--- config.mk ---
export PLATFORM = sky130hd
export DESIGN_NAME = fzpm_frame_time
export DESIGN_NICKNAME = d
export VERILOG_FILES = /design/src/rtl/fzpm_pkg.sv /design/src/rtl/fzpm_frame_time.sv
export SDC_FILE = /design/constraint.sdc
export NUM_CORES = 2
export LEC_CHECK = 0
export ABC_AREA = 1
export ABC_CLOCK_PERIOD_IN_PS = 8119
export CORE_UTILIZATION = 55
export DETAILED_ROUTE_END_ITERATION = 8
export DONT_BUFFER_PORTS = 1
export HOLD_SLACK_MARGIN = 0.05
export PLACE_DENSITY = 0.74
export RECOVER_POWER = 25
export SYNTH_ARGS = -nofsm -noshare
export SYNTH_HDL_FRONTEND = slang
export SYNTH_SLANG_ARGS = --single-unit
export TNS_END_PERCENT = 1
--- constraint.sdc ---
create_clock -name i_clk -period 8.12 [get_ports i_clk]
set_input_delay 1.624 -clock i_clk [delete_from_list [all_inputs] [get_ports i_clk]]
set_output_delay 1.624 -clock i_clk [all_outputs]
set_load 0.05 [all_outputs]
--- src/rtl/fzpm_pkg.sv ---
// ----------------------------------------------------------------------------
// fzpm_pkg
// Shared types and constants for the frame zone profiler with median history.
// ----------------------------------------------------------------------------
package fzpm_pkg;

    localparam int ZONES      = 6;
    localparam int HIST_DEPTH = 64;
    localparam int SLOT_W     = 6;
    localparam int FILL_W     = 7;
    localparam int ROW_W      = 3;
    // zone rows first, then one row of frame times
    localparam int ROWS       = ZONES + 1;
    localparam int ADDR_W     = ROW_W + SLOT_W;
    localparam int MEM_DEPTH  = ROWS * HIST_DEPTH;

    localparam logic [29:0] NS_PER_SEC = 30'd1000000000;
    localparam logic [31:0] FREQ_RESET = 32'd1000000000;

    localparam logic [1:0] OP_BEGIN = 2'd0;
    localparam logic [1:0] OP_ADD   = 2'd1;
    localparam logic [1:0] OP_END   = 2'd2;
    localparam logic [1:0] OP_QUERY = 2'd3;

    localparam logic KIND_REPORT = 1'b0;
    localparam logic KIND_QUERY  = 1'b1;

    typedef struct packed {
        logic [1:0]  op;
        logic [2:0]  zone_sel;
        logic [63:0] amount_ns;
        logic [63:0] now_tick;
    } t_in_item;

    typedef struct packed {
        logic        kind;
        logic [63:0] frame_time_ns;
        logic        over_budget;
        logic [63:0] zone_median_ns;
        logic [63:0] frame_median_ns;
        logic [63:0] remainder_ns;
    } t_out_item;

    typedef struct packed {
        logic              we;
        logic [ADDR_W-1:0] addr;
        logic [63:0]       data;
    } t_mem_wr;

endpackage

--- src/rtl/fzpm_frame_time.sv ---
// ----------------------------------------------------------------------------
// fzpm_frame_time
// Tick delta to nanoseconds: two-step multiply by 1e9 (mod 2^64), then a
// restoring divide by the tick frequency, one quotient bit per cycle.
// ----------------------------------------------------------------------------
module fzpm_frame_time
    import fzpm_pkg::*;
(
    input  logic        i_clk,
    input  logic        i_rst_n,
    input  logic        i_start,
    input  logic [63:0] i_delta,
    input  logic [31:0] i_freq,
    output logic        o_done,
    output logic [63:0] o_ns
);

    localparam logic [1:0] S_IDLE = 2'd0;
    localparam logic [1:0] S_MUL0 = 2'd1;
    localparam logic [1:0] S_MUL1 = 2'd2;
    localparam logic [1:0] S_DIV  = 2'd3;

    logic [1:0]  r_state;
    logic        r_done;
    logic [5:0]  r_cnt;
    logic [63:0] r_delta;
    logic [31:0] r_div;
    logic [63:0] r_prod;
    logic [63:0] r_quo;
    logic [31:0] r_rem;
    logic [32:0] trial;
    logic [61:0] mul_lo;
    logic [61:0] mul_hi;
    logic        q_bit;

    assign mul_lo = r_delta[31:0] * NS_PER_SEC;
    assign mul_hi = r_delta[63:32] * NS_PER_SEC;
    assign trial  = {r_rem, r_quo[63]};
    assign q_bit  = (trial >= {1'b0, r_div});

    always_ff @(posedge i_clk) begin
        if (!i_rst_n) begin
            r_state <= S_IDLE;
            r_done  <= 1'b0;
        end else begin
            case (r_state)
                S_IDLE: begin
                    if (i_start) begin
                        r_done  <= 1'b0;
                        r_state <= S_MUL0;
                    end
                end
                S_MUL0:  r_state <= S_MUL1;
                S_MUL1:  r_state <= S_DIV;
                S_DIV: begin
                    if (r_cnt == 6'd63) begin
                        r_done  <= 1'b1;
                        r_state <= S_IDLE;
                    end
                end
                default: r_state <= S_IDLE;
            endcase
        end
    end

    always_ff @(posedge i_clk) begin
        case (r_state)
            S_IDLE: begin
                r_delta <= i_delta;
                r_div   <= (i_freq == 32'd0) ? 32'd1 : i_freq;
            end
            S_MUL0: r_prod <= {2'b00, mul_lo};
            S_MUL1: begin
                r_quo <= r_prod + {mul_hi[31:0], 32'd0};
                r_rem <= 32'd0;
                r_cnt <= 6'd0;
            end
            S_DIV: begin
                r_rem <= q_bit ? 32'(trial - {1'b0, r_div}) : trial[31:0];
                r_quo <= {r_quo[62:0], q_bit};
                r_cnt <= r_cnt + 6'd1;
            end
            default: ;
        endcase
    end

    assign o_done = r_done;
    assign o_ns   = r_quo;

endmodule

# == Word level (Yosys, flattened, before mapping) ==
# Index checks and enable logic that the tools add are counted.
# op_classes
n_div,0
eq_ne,6
multipliers,2
addsub,3
reduce_logical,6
n_lt_le_gt_ge,1
n_mux,10
n_bitwise,0
shifts,0
# ops
op,n
case mux 64 bit (2 select lines),1
adder 62 x 64 -> 64 bit,1
case mux 32 bit (2 select lines),1
"multiplier 32 x 21 -> 53 bit, second input constant",1
>= comparator 33 x 32 -> 1 bit,1
zero test 32 bit,1
"multiplier 32 x 21 -> 23 bit, second input constant",1
two-way mux 32 bit,1
subtractor 32 bit,1
case mux 6 bit (2 select lines),1
case mux 2 bit (4 select lines),1
"adder 6 x 1 -> 6 bit, second input constant",1
"== test 6 bit, second input constant",1
"== test 2 bit, second input constant",2
two-way mux 2 bit,2
"inequality test 2 bit, second input constant",2
nonzero test 2 bit,2
AND reduction 3 bit,1
"== test 2 x 1 -> 1 bit, second input constant",1
zero test 2 bit,1
two-way mux 1 bit,2
case mux 1 bit (2 select lines),1
AND reduction 2 bit,1
# totals
mem_count,0
elab_cells,36
out_inout_bits,65
inputBits,99
latch_bits,0
mem_bits_rw,0
ff_bits,254
mem_bits_ro,0

# == Longest topological paths before layout ==
# depth
word_depth,3
depth_mapped,32
depth_no_buf,32

# == Least setup slack after synthesis ==
# No wires, ideal clock.
# synth_timing
path_kind,reg2reg
start,register r_delta[40]
end,"register r_quo[63], in the netlist o_ns[63] (data pin)"
period_less_slack_ns,6.491
setup_time_ns,0.254
path_slack_ns,1.629
n_path_buf,0
required_ns,7.866
t_arrival_ns,6.238
stages_incl_launch_ff,30
path_cell_list,edfxtp_1 > ha_1 > inv_1 > fa_1 > fa_1 > inv_1 > fa_1 > fa_1 > fa_1 > inv_1 > fa_1 > inv_1 > ha_1 > nand2_1 > nor2_1 > nand4_1 > o21ai_0 > xnor2_1 > inv_1 > ha_1 > nand2_1 > nor2_1 > nor3b_1 > nand3_1 > nand3_1 > a21oi_1 > nor2_1 > nand3_1 > nand3_1 > nand2_1
# synth_between
elab_chain_len,3
# synth_rtl
element,line,rtl
from (decl),fzpm_frame_time.sv:26,logic [63:0] r_delta;
from (signal assigned),fzpm_frame_time.sv:69,r_delta <= i_delta;
multiplier 32 x 21 -> 23 bit,fzpm_frame_time.sv:37,assign mul_hi = r_delta[63:32] * NS_PER_SEC;
adder 62 x 64 -> 64 bit,fzpm_frame_time.sv:74,"r_quo <= r_prod + {mul_hi[31:0], 32'd0};"
case mux 64 bit (2 select lines),fzpm_frame_time.sv:67,case (r_state)
to (signal assigned),fzpm_frame_time.sv:74,
to (signal assigned),fzpm_frame_time.sv:80,"r_quo <= {r_quo[62:0], q_bit};"
to (decl),fzpm_frame_time.sv:29,logic [63:0] r_quo;
# Every way passes these cells.
# A chain may end at the register's enable or synchronous reset.

# == Final worst setup path ==
# layout_timing
start,register r_delta[42]
end,"register r_quo[63], in the netlist o_ns[63] (data pin)"
# Same word-level chain as after synthesis.

==> qor.yml <==
hold_path:
  hold_class: "reg -> reg"
cells_and_area:
  area_growth_pct: 5.591
  layout-drive-gt1-share_pct: 2.161
  fin_nets: 4379
  final_cell_area_sq_um: 32990
floorplan:
  start_util_pct: 56.16
  core_area_sq_um: 55630
  rows: 86
  die_y_microns: 240.3
  boundaryPins: 164
  die_x_microns: 240.3
  dieArea_sq_um: 57760
grt:
  use_met1_pct: 34.15
  gr-max-usage-layer: "met2"
  antenna_found_initial: 1
  grt_pass1_wl_microns: 114900
  use_met2_pct: 43.57
  gr-usage-met3_pct: 3.881
  grt_use_total_pct: 25.48
  first_global_vias: 22632
  grt_max_degree: 77
  gr-total-overflow: 0
route:
  wl_per_cell_microns: 16.72
  num_vias: 21709
  drt_iter0_drc: 1270
  ant_nets: 0
  dr.pass1.iters: 5
  wirelength_microns: 70570
  drc_errors: 0
  vias_per_cell: 5.144
synthesis:
  synth_seq_area_share_pct: 23.45
  avgSynthCellArea_sq_um: 9.014
  ys_ff_latch: 245
  synth.distinct_cells: 47
  syn_nets: 4397
  async_flop_share_pct: 0
  syn_inst: 3466
  netlist.area_leader.share_pct: 25.63
  synthFlopType: "edfxtp_1"
  synth-edff-count: 242
  ys_warn_count: 0
  synth_top_area_cell: "fa_1"
  syn-cell-area_sq_um: 31240
  synth.area.top_cells: "fa_1 (26%), edfxtp_1 (23%), ha_1 (17%), inv_1 (11%), nand2_1 (6.6%)"
worst_setup_path:
  reg2regPathDepth: 29
  cpPeakStageDelay_ns: 0.54
  crit_path_frequent_cell: "fa_1"
  r2r_end: "o_ns[63]"
  cp_data_required_time_ns: 8.46
  crit_type: "reg -> reg"
  cp-end-kind: "flop"
  critical_path_arrival_ns: 7.57
  cp_max_fo: 5
  r2r_start: "r_delta[42]"
  start_kind: "flop"
  startpoint: "r_delta[42]"
  cp-endpoint: "o_ns[63]"
  r2r_slack_ns: 0.89
  cp_slowest_cell: "fa_1"
timing:
  period_share_pct: 89.07
  hold_viol: 0
  timing.hold.ws_ns: 0.5058
  fmax_mhz: 138.3
  setup-violations-final: 0
  slew_violations: 88
  min_period_ns: 7.233
  setup_tns_ns: 0
  fin_skew_ns: 0.02135
  rsz0062_at_grt: "no"
  tightest_slew_ns: 2.713
  maxSlewHeadroom_pct: -80.86
clock_network:
  cts.repair.resized: 0
  htreeDepth: 1
  cts.clk_slew.worst_paths_ns: 0.06
  clock_sinks: 245
  clockBufferDepth: 3
  cts_hold_buffers: 0
  numCtsBuffers: 29
  clock_latency_ns: 0.60
  cts_tree: "built"
  cts-root-buf: "clkbuf_16"
  postCtsSetupRepairBufs: 0
status:
  violations: "max-capacitance violations, max-slew violations"
  status: "finished with violations"
placed_design:
  io_buffers: 0
  dpl_cell_area_sq_um: 32010
  post-dp-hpwl_microns: 60400
  routabilityCongestion: 0.9477
job:
  maxCapViolCount: 2
==> state kept, by name, summed over array words and instances (netlist names) <==
signal and flops:
o_ns 64, r_cnt 6, r_state 2, o_done 1, r_delta 55, r_rem 32
r_div 32, r_prod 53
==> critical path, delay by kind of cell (launching register included) <==
| family | cells | cell delay, ns |
|---|---|---|
| buffers and inverters | 5 | 0.33 |
| flip-flops | 1 | 0.52 |
| AND/OR/NAND/NOR | 9 | 1.19 |
| XOR/XNOR | 1 | 0.16 |
| adder cells (fa/ha/maj) | 9 | 4.09 |
| AO/OA/AOI/OAI | 5 | 0.67 |
==> per-layer routing <==
metal	routed length (microns)	up-vias
li1	-	10714
met1	31340	10373
met2	33720	534
met3	3969	88
met4	1541	0
met5	0	-
==> metrics by stage <==
stage,cells,setup WS [ns],util (%)
global placement,4165,0.9755,57.54
CTS,4219,0.9041,59.35
detailed placement,4165,0.9096,57.54
floorplan,3466,1.629,-
global route,4220,0.4156,59.30
finish,4220,0.8871,59.30
==> layout by cell type, fill, tap and decap left out, types with 4 or more instances in the layout <==
| master | instances |
|---|---|
| xor2_1 | 65 |
| o21ai_1 | 22 |
| a31oi_1 | 23 |
| fa_1 | 400 |
| nand4_1 | 21 |
| bufinv_16 | 5 |
| o21bai_1 | 22 |
| nand3_1 | 97 |
| nand2_2 | 4 |
| nor3_1 | 15 |
| o21ai_0 | 85 |
| a21oi_1 | 130 |
| o21a_1 | 6 |
| o211ai_1 | 4 |
| clkinv_1 | 6 |
| or2_2 | 7 |
| inv_1 | 937 |
| clkinv_2 | 4 |
| nand2_1 | 548 |
| and3_1 | 6 |
| buf_4 | 4 |
| edfxtp_1 | 242 |
| nor4_1 | 14 |
| ha_1 | 432 |
| xnor2_1 | 36 |
| a21o_1 | 24 |
| clkbuf_16 | 29 |
| nor2_1 | 238 |
| nand3b_1 | 5 |
==> synthesized netlist by cell type, drive strengths merged, types with 2 or more instances <==
library cell	number
a21boi	4
a21o	24
a21oi	132
a221oi	2
a31oi	24
and3	6
buf	6
clkbuf	48
dfxtp	3
edfxtp	242
fa	400
ha	432
inv	939
nand2	554
nand3	97
nand3b	5
nand4	21
nor2	238
nor3	15
nor3b	3
nor4	14
o211ai	5
o21a	6
o21ai	109
o21bai	22
o31ai	2
or2	8
xnor2	36
xor2	65
==> worst min path at each step <==
stage	from	endpoint	slack [ns]	cells past startpoint
after floorplan	r_prod[10]	o_ns[10]	0.49	2
after global placement	r_prod[23]	o_ns[23]	0.49	2
after detailed placement	r_prod[17]	o_ns[17]	0.50	2
after CTS	r_prod[29]	o_ns[29]	0.51	2
after global routing	r_prod[13]	o_ns[13]	0.53	2
final	r_prod[17]	o_ns[17]	0.51	2
==> cell families after synthesis <==
logic type / count (synthesis) / share of synthesized area (%)
AOI/OAI and AO/OA: 333 / 6.111
xor gates and xnor gates: 101 / 2.831
DFF: 245 / 23.45
and+or+nand+nor: 962 / 12.63
adders and majority gates: 832 / 42.93
buffers and inverters: 993 / 12.05
==> layout make-up <==
class | instances | area, sq um
multi-input combinational | 2228 | 20150
antenna | 1 | 2.502
timing repair buffer | 5 | 33.78
clock buffer | 31 | 733.2
inverter | 939 | 3527
clock inverter | 23 | 275.3
tap | 748 | 935.9
fill | 4811 | 22640
sequential | 245 | 7327
Power is not shown: default switching activity piles up to over one toggle a cycle in this logic, so the estimate is an artifact.
